### src/rtl/udff_pkg.sv
// Shared types, constants and register codes for the unsigned decimal field formatter.
`timescale 1ns / 1ps

package udff_pkg;

  localparam int MAX_WIDTH_DEF  = 63;
  localparam int VALUE_BITS_DEF = 64;

  // register file
  localparam int CFG_W     = 6;
  localparam int CFG_IDX_W = 3;

  // largest digit count over the whole VALUE_BITS range (64-bit values)
  localparam int MAX_DIGITS = 20;
  localparam int NDIG_W     = $clog2(MAX_DIGITS + 1);

  // front-to-back queue
  localparam int QDEPTH = 2;

  localparam logic [7:0] CHAR_ZERO  = 8'h30;
  localparam logic [7:0] CHAR_SPACE = 8'h20;
  localparam logic [7:0] CHAR_NUL   = 8'h00;

  typedef enum logic [CFG_IDX_W-1:0] {
    REG_FIELD_WIDTH     = 3'd0,
    REG_ZERO_PAD_ENABLE = 3'd1,
    REG_ZERO_PAD_WIDTH  = 3'd2,
    REG_PRECISION_GIVEN = 3'd3,
    REG_PRECISION       = 3'd4,
    REG_LJ_WIDTH        = 3'd5
  } reg_index_t;

  typedef struct packed {
    logic [CFG_W-1:0] field_width;
    logic             zero_pad_enable;
    logic [CFG_W-1:0] zero_pad_width;
    logic             precision_given;
    logic [CFG_W-1:0] precision;
    logic [CFG_W-1:0] left_justify_width;
  } cfg_t;

  // one converted value waiting for emission
  typedef struct packed {
    logic [MAX_DIGITS-1:0][3:0] digits;
    logic [NDIG_W-1:0]          ndig;
    logic                       is_zero;
  } q_entry_t;

endpackage

### src/rtl/udff_front.sv
// Front part: accepts a value and converts it to BCD by shift-and-add-3.
`timescale 1ns / 1ps

module udff_front import udff_pkg::*; #(
  parameter int VALUE_BITS = VALUE_BITS_DEF
) (
  input  logic                  clk,
  input  logic                  rst,
  input  logic                  push,
  output logic                  full,
  input  logic [VALUE_BITS-1:0] value,
  input  logic                  q_full,
  output logic                  q_wr,
  output q_entry_t              q_data
);

  // digits of 2^n - 1 = floor(n * log10 2) + 1
  localparam int DIGITS = (VALUE_BITS * 30103) / 100000 + 1;
  localparam int CNT_W  = $clog2(VALUE_BITS);

  typedef enum logic [1:0] {S_IDLE, S_CONV, S_DONE} state_t;

  state_t                  state;
  logic [VALUE_BITS-1:0]   shreg;
  logic [DIGITS*4-1:0]     bcd;
  logic [DIGITS*4-1:0]     bcd_adj;
  logic [DIGITS*4-1:0]     bcd_next;
  logic [CNT_W-1:0]        cnt;
  logic [NDIG_W-1:0]       ndig;

  always_comb begin
    for (int i = 0; i < DIGITS; i++) begin
      bcd_adj[i*4 +: 4] = (bcd[i*4 +: 4] >= 4'd5) ? bcd[i*4 +: 4] + 4'd3 : bcd[i*4 +: 4];
    end
    bcd_next = {bcd_adj[DIGITS*4-2:0], shreg[VALUE_BITS-1]};
  end

  // highest nonzero digit, one digit minimum
  always_comb begin
    ndig = NDIG_W'(1);
    for (int i = 1; i < DIGITS; i++) begin
      if (bcd[i*4 +: 4] != 4'd0) ndig = NDIG_W'(i + 1);
    end
  end

  always_ff @(posedge clk) begin
    if (rst) begin
      state <= S_IDLE;
    end else begin
      case (state)
        S_IDLE: begin
          if (push) begin
            shreg <= value;
            bcd   <= '0;
            cnt   <= '0;
            state <= S_CONV;
          end
        end
        S_CONV: begin
          bcd   <= bcd_next;
          shreg <= shreg << 1;
          cnt   <= cnt + 1'b1;
          if (cnt == CNT_W'(VALUE_BITS - 1)) state <= S_DONE;
        end
        S_DONE: begin
          if (!q_full) state <= S_IDLE;
        end
        default: state <= S_IDLE;
      endcase
    end
  end

  assign full           = (state != S_IDLE);
  assign q_wr           = (state == S_DONE) && !q_full;
  assign q_data.digits  = (MAX_DIGITS*4)'(bcd);
  assign q_data.ndig    = ndig;
  assign q_data.is_zero = (bcd == '0);

endmodule

### src/rtl/udff_queue.sv
// Short queue of converted values between the front and back parts.
`timescale 1ns / 1ps

module udff_queue import udff_pkg::*; (
  input  logic     clk,
  input  logic     rst,
  input  logic     wr,
  input  q_entry_t wdata,
  output logic     full,
  input  logic     rd,
  output q_entry_t rdata,
  output logic     empty
);

  localparam int PTR_W = (QDEPTH > 1) ? $clog2(QDEPTH) : 1;
  localparam int CNT_W = $clog2(QDEPTH + 1);

  q_entry_t           mem [QDEPTH];
  logic [PTR_W-1:0]   wr_ptr;
  logic [PTR_W-1:0]   rd_ptr;
  logic [CNT_W-1:0]   count;

  function automatic logic [PTR_W-1:0] ptr_inc(input logic [PTR_W-1:0] p);
    return (p == PTR_W'(QDEPTH - 1)) ? '0 : p + 1'b1;
  endfunction

  always_ff @(posedge clk) begin
    if (wr) mem[wr_ptr] <= wdata;
  end

  always_ff @(posedge clk) begin
    if (rst) begin
      wr_ptr <= '0;
      rd_ptr <= '0;
      count  <= '0;
    end else begin
      if (wr) wr_ptr <= ptr_inc(wr_ptr);
      if (rd) rd_ptr <= ptr_inc(rd_ptr);
      if (wr && !rd)      count <= count + 1'b1;
      else if (rd && !wr) count <= count - 1'b1;
    end
  end

  assign rdata = mem[rd_ptr];
  assign full  = (count == CNT_W'(QDEPTH));
  assign empty = (count == '0);

endmodule

### src/rtl/udff_back.sv
// Back part: lays out padding, digits and fill, and emits one character per word.
`timescale 1ns / 1ps

module udff_back import udff_pkg::*; #(
  parameter int MAX_WIDTH = MAX_WIDTH_DEF
) (
  input  logic       clk,
  input  logic       rst,
  input  cfg_t       cfg,
  input  logic       q_empty,
  output logic       q_rd,
  input  q_entry_t   q_data,
  output logic       empty,
  input  logic       pop,
  output logic [7:0] character,
  output logic       is_empty,
  output logic       last_char
);

  localparam int POS_W  = $clog2(MAX_WIDTH + 1);
  localparam int CALC_W = ((POS_W > CFG_W) ? POS_W : CFG_W) + 1;
  localparam int DIDX_W = $clog2(MAX_DIGITS);
  localparam logic [CALC_W-1:0] MAXW = CALC_W'(MAX_WIDTH);

  typedef enum logic {S_IDLE, S_EMIT} state_t;

  function automatic logic [CALC_W-1:0] umax(input logic [CALC_W-1:0] a,
                                             input logic [CALC_W-1:0] b);
    return (a > b) ? a : b;
  endfunction

  function automatic logic [CALC_W-1:0] sat(input logic [CFG_W-1:0] w);
    logic [CALC_W-1:0] x;
    x = CALC_W'(w);
    return (x > MAXW) ? MAXW : x;
  endfunction

  // layout of the next queued value
  logic [CALC_W-1:0] c_prec, c_width, c_lp, c_ndig, c_n1, c_n2, c_body, c_total;
  logic              c_sup;
  logic [7:0]        c_pad;

  always_comb begin
    c_ndig  = CALC_W'(q_data.ndig);
    c_prec  = sat(cfg.precision);
    c_width = umax(sat(cfg.zero_pad_enable ? cfg.zero_pad_width : cfg.field_width), c_prec);
    c_lp    = umax(c_ndig, c_prec);
    c_n1    = (c_width > c_lp)   ? c_width - c_lp   : '0;
    c_n2    = (c_width > c_ndig) ? c_width - c_ndig : '0;
    c_sup   = q_data.is_zero && cfg.precision_given && (cfg.precision == '0);
    // suppressed zero: a single space stands in for the digit when width > 0
    c_body  = c_sup ? c_width : c_n2 + c_ndig;
    c_total = umax(c_body, sat(cfg.left_justify_width));
    c_pad   = CHAR_SPACE;
    if (cfg.zero_pad_enable &&
        !(cfg.precision_given && (cfg.zero_pad_width > cfg.precision))) c_pad = CHAR_ZERO;
  end

  state_t                     state;
  logic [POS_W-1:0]           n1, n2, body, total, pos;
  logic [7:0]                 pad;
  logic                       sup;
  logic [MAX_DIGITS-1:0][3:0] digits;
  logic                       ovalid;
  logic [7:0]                 ochar;
  logic                       olast;
  logic                       oempty;

  logic [CALC_W-1:0] didx;
  logic [7:0]        ch;
  logic              last;
  logic              out_free;

  always_comb begin
    didx = CALC_W'(body) - CALC_W'(pos) - 1'b1;
    if (pos < n1)        ch = pad;
    else if (pos < n2)   ch = CHAR_ZERO;
    else if (pos < body) ch = sup ? CHAR_SPACE : (CHAR_ZERO | {4'h0, digits[didx[DIDX_W-1:0]]});
    else                 ch = CHAR_SPACE;
    last = (total == '0) || (POS_W'(pos + 1'b1) == total);
  end

  assign out_free = !ovalid || pop;
  assign q_rd     = (state == S_IDLE) && !q_empty;

  always_ff @(posedge clk) begin
    if (rst) begin
      state  <= S_IDLE;
      ovalid <= 1'b0;
    end else begin
      case (state)
        S_IDLE: begin
          if (pop) ovalid <= 1'b0;
          if (!q_empty) begin
            n1     <= POS_W'(c_n1);
            n2     <= POS_W'(c_n2);
            body   <= POS_W'(c_body);
            total  <= POS_W'(c_total);
            pad    <= c_pad;
            sup    <= c_sup;
            digits <= q_data.digits;
            pos    <= '0;
            state  <= S_EMIT;
          end
        end
        S_EMIT: begin
          if (out_free) begin
            ovalid <= 1'b1;
            ochar  <= (total == '0) ? CHAR_NUL : ch;
            oempty <= (total == '0);
            olast  <= last;
            pos    <= pos + 1'b1;
            if (last) state <= S_IDLE;
          end
        end
        default: state <= S_IDLE;
      endcase
    end
  end

  assign empty     = !ovalid;
  assign character = ochar;
  assign is_empty  = oempty;
  assign last_char = olast;

endmodule

### src/rtl/unsigned_decimal_field_formatter.sv
// Top level of the unsigned decimal field formatter: registers, front, queue and back.
`timescale 1ns / 1ps

// Formats an unsigned value as printf %u text, one ASCII character per result word.
// Input channel: a value is taken at a clock edge with push high and full low.
// Result channel: while empty is low the oldest character sits on character,
// is_empty and last_char; it is taken at an edge with pop high. last_char marks
// the final character of a value; a conversion that yields no text gives one
// word with character 0 and is_empty set.
// Configuration: cfg_we writes cfg_data into register cfg_index (field width,
// zero-pad enable, zero-pad width, precision given, precision, left-justify
// width); indexes past the list are dropped. Write only while the block is idle.
// Timing: the front runs one shift-and-add-3 step per value bit, then queues the
// BCD word; full stays high from the value being taken until the word is queued.
// The back lays out a value in S_IDLE, then, while the receiver keeps up, emits
// one character per cycle (at most MAX_WIDTH characters). A two-deep queue lets
// the front convert the next value while the back emits.
// Reset (synchronous, rst high) clears the configuration to 0 and empties the block.
// A stalled receiver holds the current word; the back then stops, and the front
// stalls once the queue is full.
module unsigned_decimal_field_formatter import udff_pkg::*; #(
  parameter int MAX_WIDTH  = MAX_WIDTH_DEF,
  parameter int VALUE_BITS = VALUE_BITS_DEF
) (
  input  logic                  clk,
  input  logic                  rst,
  input  logic                  push,
  output logic                  full,
  input  logic [VALUE_BITS-1:0] value,
  output logic                  empty,
  input  logic                  pop,
  output logic [7:0]            character,
  output logic                  is_empty,
  output logic                  last_char,
  input  logic                  cfg_we,
  input  logic [CFG_IDX_W-1:0]  cfg_index,
  input  logic [CFG_W-1:0]      cfg_data
);

  cfg_t     cfg;
  logic     q_wr, q_rd, q_full, q_empty;
  q_entry_t q_wdata, q_rdata;

  always_ff @(posedge clk) begin
    if (rst) begin
      cfg <= '0;
    end else if (cfg_we) begin
      case (reg_index_t'(cfg_index))
        REG_FIELD_WIDTH:     cfg.field_width        <= cfg_data;
        REG_ZERO_PAD_ENABLE: cfg.zero_pad_enable    <= cfg_data[0];
        REG_ZERO_PAD_WIDTH:  cfg.zero_pad_width     <= cfg_data;
        REG_PRECISION_GIVEN: cfg.precision_given    <= cfg_data[0];
        REG_PRECISION:       cfg.precision          <= cfg_data;
        REG_LJ_WIDTH:        cfg.left_justify_width <= cfg_data;
        default: ;
      endcase
    end
  end

  udff_front #(.VALUE_BITS(VALUE_BITS)) u_front (
    .clk    (clk),
    .rst    (rst),
    .push   (push),
    .full   (full),
    .value  (value),
    .q_full (q_full),
    .q_wr   (q_wr),
    .q_data (q_wdata)
  );

  udff_queue u_queue (
    .clk   (clk),
    .rst   (rst),
    .wr    (q_wr),
    .wdata (q_wdata),
    .full  (q_full),
    .rd    (q_rd),
    .rdata (q_rdata),
    .empty (q_empty)
  );

  udff_back #(.MAX_WIDTH(MAX_WIDTH)) u_back (
    .clk       (clk),
    .rst       (rst),
    .cfg       (cfg),
    .q_empty   (q_empty),
    .q_rd      (q_rd),
    .q_data    (q_rdata),
    .empty     (empty),
    .pop       (pop),
    .character (character),
    .is_empty  (is_empty),
    .last_char (last_char)
  );

endmodule

### config.mk
export PLATFORM = sky130hd
export DESIGN_NAME = unsigned_decimal_field_formatter
export DESIGN_NICKNAME = d
export VERILOG_FILES = /design/src/rtl/udff_pkg.sv /design/src/rtl/udff_front.sv /design/src/rtl/udff_queue.sv /design/src/rtl/udff_back.sv /design/src/rtl/unsigned_decimal_field_formatter.sv
export SDC_FILE = /design/constraint.sdc
export NUM_CORES = 1
export LEC_CHECK = 0
export BUFFER_PORTS_ARGS = -buffer_cell sky130_fd_sc_hd__buf_2
export CELL_PAD_IN_SITES_DETAIL_PLACEMENT = 1
export CELL_PAD_IN_SITES_GLOBAL_PLACEMENT = 2
export CORE_MARGIN = 1.5
export CORE_UTILIZATION = 47
export CTS_BUF_LIST = sky130_fd_sc_hd__clkbuf_4 sky130_fd_sc_hd__clkbuf_8 sky130_fd_sc_hd__clkbuf_16
export CTS_CLUSTER_DIAMETER = 30
export DETAILED_ROUTE_END_ITERATION = 8
export GPL_TIMING_DRIVEN = 0
export PLACE_DENSITY_LB_ADDON = 0.2
export SLEW_MARGIN = 10
export SYNTH_ARGS = -nofsm -noshare
export SYNTH_HDL_FRONTEND = slang
export SYNTH_SLANG_ARGS = --single-unit
### constraint.sdc
create_clock -name clk -period 35.9 [get_ports clk]
set_clock_uncertainty 0.05 [all_clocks]
set_input_delay 10.77 -clock clk [delete_from_list [all_inputs] [get_ports clk]]
set_output_delay 10.77 -clock clk [all_outputs]
set_load 0.01 [all_outputs]
# Word level (Yosys, flattened, before mapping)
# Memory sizes are Yosys's and may differ from the RTL's. A register that Yosys moved wholly into a read port is not among the register bits.
# Cells that the tools add are included.
[op_classes]
add_sub_neg = 31
order_cmp = 30
eq_ne = 16
muxes = 80
n_bitwise = 3
reduce_logical = 56
[op_table]
columns = ["operator", "n"]
rows = [
  ["80-bit case mux with 2 select lines", 1],
  ["64-bit case mux with 2 select lines", 1],
  ["4-bit 2-to-1 mux", 28],
  ["4-bit by 3-bit >= comparator with 1-bit output (second input constant)", 20],
  ["80-bit logical NOT", 1],
  ["80-bit 2-to-1 mux", 1],
  ["4-bit by 2-bit adder with 4-bit output (second input constant)", 19],
  ["4-bit nonzero test", 19],
  ["64-bit 2-to-1 mux", 1],
  ["6-bit 2-to-1 mux", 7],
  ["5-bit 2-to-1 mux", 7],
  ["8-bit 2-to-1 mux", 3],
  ["6-bit case mux with 2 select lines", 2],
  ["4-bit binary-select mux with 5-bit select", 1],
  ["6-bit less-than comparator", 3],
  ["3-bit 2-to-1 mux", 5],
  ["3-bit AND reduction", 5],
  ["2-bit 2-to-1 mux", 7],
  ["7-bit 2-to-1 mux", 2],
  ["2-bit AND reduction", 7],
  ["6-bit by 1-bit adder with 6-bit output (second input constant)", 2],
  ["6-bit > comparator", 2],
  ["6-bit logical NOT", 2],
  ["1-bit 2-to-1 mux", 11],
  ["32 further kinds", 59],
]
[word_totals]
regBits = 313
ram_bits = 172
inputBits = 78
output_inout_bits = 12
wordCells = 262
mem_count = 1
[memory_table]
columns = ["memory", "words", "width", "read_ports", "rd_clocked_by_memory_dff", "write_ports", "line", "source"]
rows = [
  ["u_queue.mem", 2, 86, 1, 1, 1, "udff_queue.sv:18", "q_entry_t mem [QDEPTH];"],
]

# Longest topological paths before layout
[logic_depth]
depth_word = 20
mapped_depth = 31
ltp_nobuf = 29

# Cells and area by module
# A second synthesis with hierarchy kept.
[hier_totals]
cells_unflattened = 1681
area_unflattened_um2 = 22586.7
[by_module_without_submodules]
columns = ["mod", "instances", "cells_each", "area_each_um2", "seq_area_each_um2"]
rows = [
  ["udff_front", 1, 791, 8056.5, 4544.4],
  ["udff_back", 1, 503, 6831.6, 3643.5],
  ["udff_queue", 1, 290, 6615.1, 5265.0],
  ["unsigned_decimal_field_formatter", 1, 97, 1083.5, 520.5],
]

# Least setup slack after synthesis
# No wires, ideal clock.
[synth_timing]
path_type = "input to register"
start = "input rst"
end = "register u_front.bcd[0], enable pin"
t_arrival_ps = 21251
t_required_ps = 35005
slack_ps = 13754
stages = 2
path_buffers = 1
cell_sequence = "clkbuf_1 nor3_1"
[synth_via]
elab_chain_len = 2
[synth_rtl]
columns = ["item", "line", "source"]
rows = [
  ["start, declared", "unsigned_decimal_field_formatter.sv:26", "input logic rst,"],
  ["1-bit inverter (no line)", "-", ""],
  ["3-bit AND reduction (no line)", "-", ""],
  ["end signal, assigned", "udff_front.sv:60", "bcd <= bcd_next;"],
  ["end, declared", "udff_front.sv:25", "logic [DIGITS*4-1:0] bcd;"],
]
# Every way passes these cells.
# A chain may end at the register's enable or synchronous reset.

# Worst setup path in the final report
[layout_timing]
start = "input rst"
end = "register u_front.bcd[49], enable pin"
# Same word-level chain as after synthesis.

==> summary.md <==
| Metric | Value |
|---|---|
| Status | `finished with violations` |
| Failing checks | `design-rule violations` |
| Critical path fanouts, max | `10` |
| Root Driver | `clkbuf_16` |
| Hold Violations, Final | `0` |
| CTS clk-pin slew, worst paths | `0.04 ns` |
| Kind of critical path | `primary input to flop` |
| P&R area growth vs syn | `24.3%` |
| Crit path largest cell delay | `0.56 ns` |
| WHS Path Cells | `2` |
| Sequential power share | `0.337` |
| Fillcell total | `4,604` |
| Vias in the first global route | `15,500` |
| Die Ht | `221 um` |
| Final total power | `2.08 mW` |
| Reg2Reg Depth | `30` |
| Syn Inst Count | `roughly 1,700` |
| CP arrival | `12.75 ns` |
| Final period utilization | `0.348` |
| Row count | `79` |
| Final setup violation count | `0` |
| Sw Share | `0.267` |
| Share of layout cells above drive strength 1 | `0.218` |
| CP endpoint kind | `flop` |
| Clock power frac | `0.487` |
| Die ar. | `around 49,000 um^2` |
| Clock sinks | `477` |
| Hold WS | `0.444 ns` |
| Worst slew pin tran | `1.25 ns` |
| Setup TNS | `0 ns` |
| Total CTS buffers | `110` |
| Seq/Total Area, Yosys | `0.628` |
| WL/cell | `20.7 um` |
| Via count | `approximately 14,000` |
| 1st-iter DRT viols | `810` |
| RSZ-0062 raised after global routing | `false` |
| Max-cap violations | `0` |
| Slew Limit Headroom | `0.165` |
| Crit path depth | `7` |
| Internal power | `1.53 mW` |
| #FFs+latches synth | `between 400 and 500` |
| Port-buffer cells | `85` |
| Leading cell type in the layout, fill and taps excluded | `edfxtp_1` |
| Post_cts resized | `0` |
| Most frequent cells in the layout | `edfxtp_1 (442), nand2_1 (257), nor2_1 (161)` |
| Startpoint Class | `primary input` |
| Pre-antenna DRT Iters | `7` |
| Cell family with most CP delay | `buffers and inverters` |
| Latest clock arrival within the worst-skew pair | `0.62 ns` |
| Post-synth EDFFs | `442` |
| Final Util | `0.593` |
| Initial antenna violation count | `2` |
| Buf/Inv on CP | `6` |
| # IOs | `90` |
| CP required | `36.17 ns` |
| Cell Count, Final, Fillers Out | `2,659` |
| Clock Path Buffers | `3` |
| Post-DRT Antenna Nets | `0` |
| Psw | `~0.55 mW` |
| Post-placement cell count | `2,451` |
| Global-route wire length before repair | `86,000 um` |
| Comb power frac | `0.176` |
| F_max | `80.1 MHz` |
| Hold Path Class | `flop to flop` |
| Slowest CP cell | `nor3_2` |
| Gr ovfl total | `0` |
| Mean area per synthesized cell | `12.8 um^2` |
| Core region area | `46,700 um^2` |
| Peak VDD IR | `0.0000609 V` |
| Final Max Slew Viols | `0` |
| Initial Utilization | `0.477` |
| Crit-path most repeated cell | `buf_4` |
| Final #Nets | `2,139` |
| Setup Buffers After CTS | `0` |
| Hold buffers post-CTS | `0` |
| Total routed wirelength | `55,000 um` |
| Async set or reset register ratio after synthesis | `0` |
| Minimum clock period | `12.48 ns` |
| Most common flop cell mapped by yosys | `edfxtp_1` |
| RePlAce Congestion | `just over 0.8` |
| DP Wirelength | `between 30,000 and 40,000 um` |
| Synth cell types | `65` |
| Vias per cell | `5.35` |
| Crit path cell chain | `clkbuf_1, nor3_2, buf_6, buf_4, buf_4, buf_4, buf_6` |
| CTS tree | `done` |
| Syn. warnings | `0` |
| Cell area power density | `75.3 nW/um^2` |
| Leak pwr | `10.7 nW` |
| Aggregate global-route resource usage | `0.233` |
| Synth Cell Area | `22,200 um^2` |
| DRC Markers | `4` |
| Number of H-tree levels | `3` |
| Largest net degree at the start of global routing | `53` |
| Die X | `221 um` |
==> path summary, 6_finish.rpt <==
path                                     from                       endpoint  slack (ns)
hold / removal    u_front.shreg[47]$_DFFE_PP_    u_front.shreg[48]$_DFFE_PP_        0.44
setup reg to reg         cfg[19]$_SDFFE_PP0P_      u_back.total[1]$_DFFE_PP_       28.29
setup / recovery                          rst  u_front.bcd[49]$_SDFFCE_PN0P_       23.42
hold reg to reg   u_front.shreg[47]$_DFFE_PP_    u_front.shreg[48]$_DFFE_PP_        0.44
==> through the flow <==
stage               setup slack, ns  area, um^2
floorplan                     13.75       22300
global placement               8.00       23400
detailed placement            22.79       23800
CTS                           23.44       27600
global route                  23.29       27700
finish                        23.42       27700
==> area by class of cell <==
type | count | area [um^2] | share of cell area
Clock buffer | 118 | 2850 | 0.103
Multi-Input combinational cell | 1103 | 7710 | 0.279
Antenna cell | 2 | 5.00 | 0.000181
Tap cell | 607 | 759 | 0.0275
Timing Repair Buffer | 111 | 805 | 0.0291
Buffer | 48 | 204 | 0.00737
Inverter | 105 | 394 | 0.0142
Clock inverter | 88 | 956 | 0.0346
Sequential cell | 477 | 14000 | 0.505
==> synth_stat cells (6+ instances only) <==
| library cell | n | area, um^2 |
|---|---|---|
| edfxtp_1 | 442 | 13300 |
| nand2_1 | 257 | 965 |
| nor2_1 | 162 | 608 |
| inv_1 | 104 | 390 |
| ha_1 | 101 | 1260 |
| mux2_2 | 91 | 1020 |
| a21oi_1 | 88 | 440 |
| o21ai_0 | 42 | 210 |
| clkbuf_1 | 40 | 150 |
| mux2i_1 | 37 | 370 |
| xnor2_1 | 36 | 315 |
| dfxtp_1 | 35 | 701 |
| nor3_1 | 33 | 165 |
| xor2_1 | 30 | 263 |
| nand2b_1 | 29 | 181 |
| mux4_2 | 20 | 450 |
| nand3_1 | 19 | 95.1 |
| nor2b_1 | 17 | 106 |
| and2_1 | 14 | 87.6 |
| a21o_1 | 12 | 90.1 |
| o211ai_1 | 10 | 75.1 |
| nor3b_1 | 8 | 60.1 |
| mux2_4 | 7 | 105 |
| o21a_1 | 7 | 52.6 |
| a31oi_1 | 6 | 37.5 |
| nand4_1 | 6 | 37.5 |
==> sequential cells by signal (all words and copies together), names as in the netlist, 2 cells and up, named ones only <==
name              flops
u_queue.mem         172
u_back.digits        80
u_front.bcd          80
u_front.shreg        64
cfg                  26
u_back.body           6
u_back.character      6
u_back.n1             6
u_back.n2             6
u_back.pos            6
u_back.total          6
u_front.cnt           6
u_front.state         2
u_queue.count         2
==> cells by family (layout without fill, tap and decap cells) <==
logic type	after synthesis	count (layout)	share of synthesized area
AO/OA/AOI/OAI	202	202	0.0563
XOR/XNOR	67	67	0.0272
adder cells (fa/ha/maj)	107	107	0.0614
buffers and inverters	153	470	0.0268
flip-flops	477	477	0.628
multiplexers	156	156	0.0887
other	1	4	0.000169
AND/OR/NAND/NOR	569	569	0.111
==> per-layer routing <==
metal | GRT usage | part of all wire | vias up
met2 | 0.397 | 0.51 | 297
met5 | 0 | 0.00024 | -
li1 | - | - | 6703
met3 | 0.0463 | 0.044 | 117
met4 | 0.0869 | 0.027 | 2
met1 | 0.293 | 0.42 | 7103
==> worst min-delay path, stage by stage, from the launching register on <==
cell and delay [ns]:
edfxtp_1 0.31, nand2_1 0.05, nand2_1 0.05
==> power groups by stage <==
stage          combinational [mW]  sequential (mW)  clock [mW]
2_1_floorplan               0.253            0.707           0
3_3_place_gp                0.340            0.723           0
3_5_place_dp                0.364            0.711           0
4_1_cts                     0.371            0.702        1.03
5_1_grt                     0.403            0.706        1.05
6_report                    0.366            0.702        1.01
No activity file was read; power rests on OpenSTA's default activity.
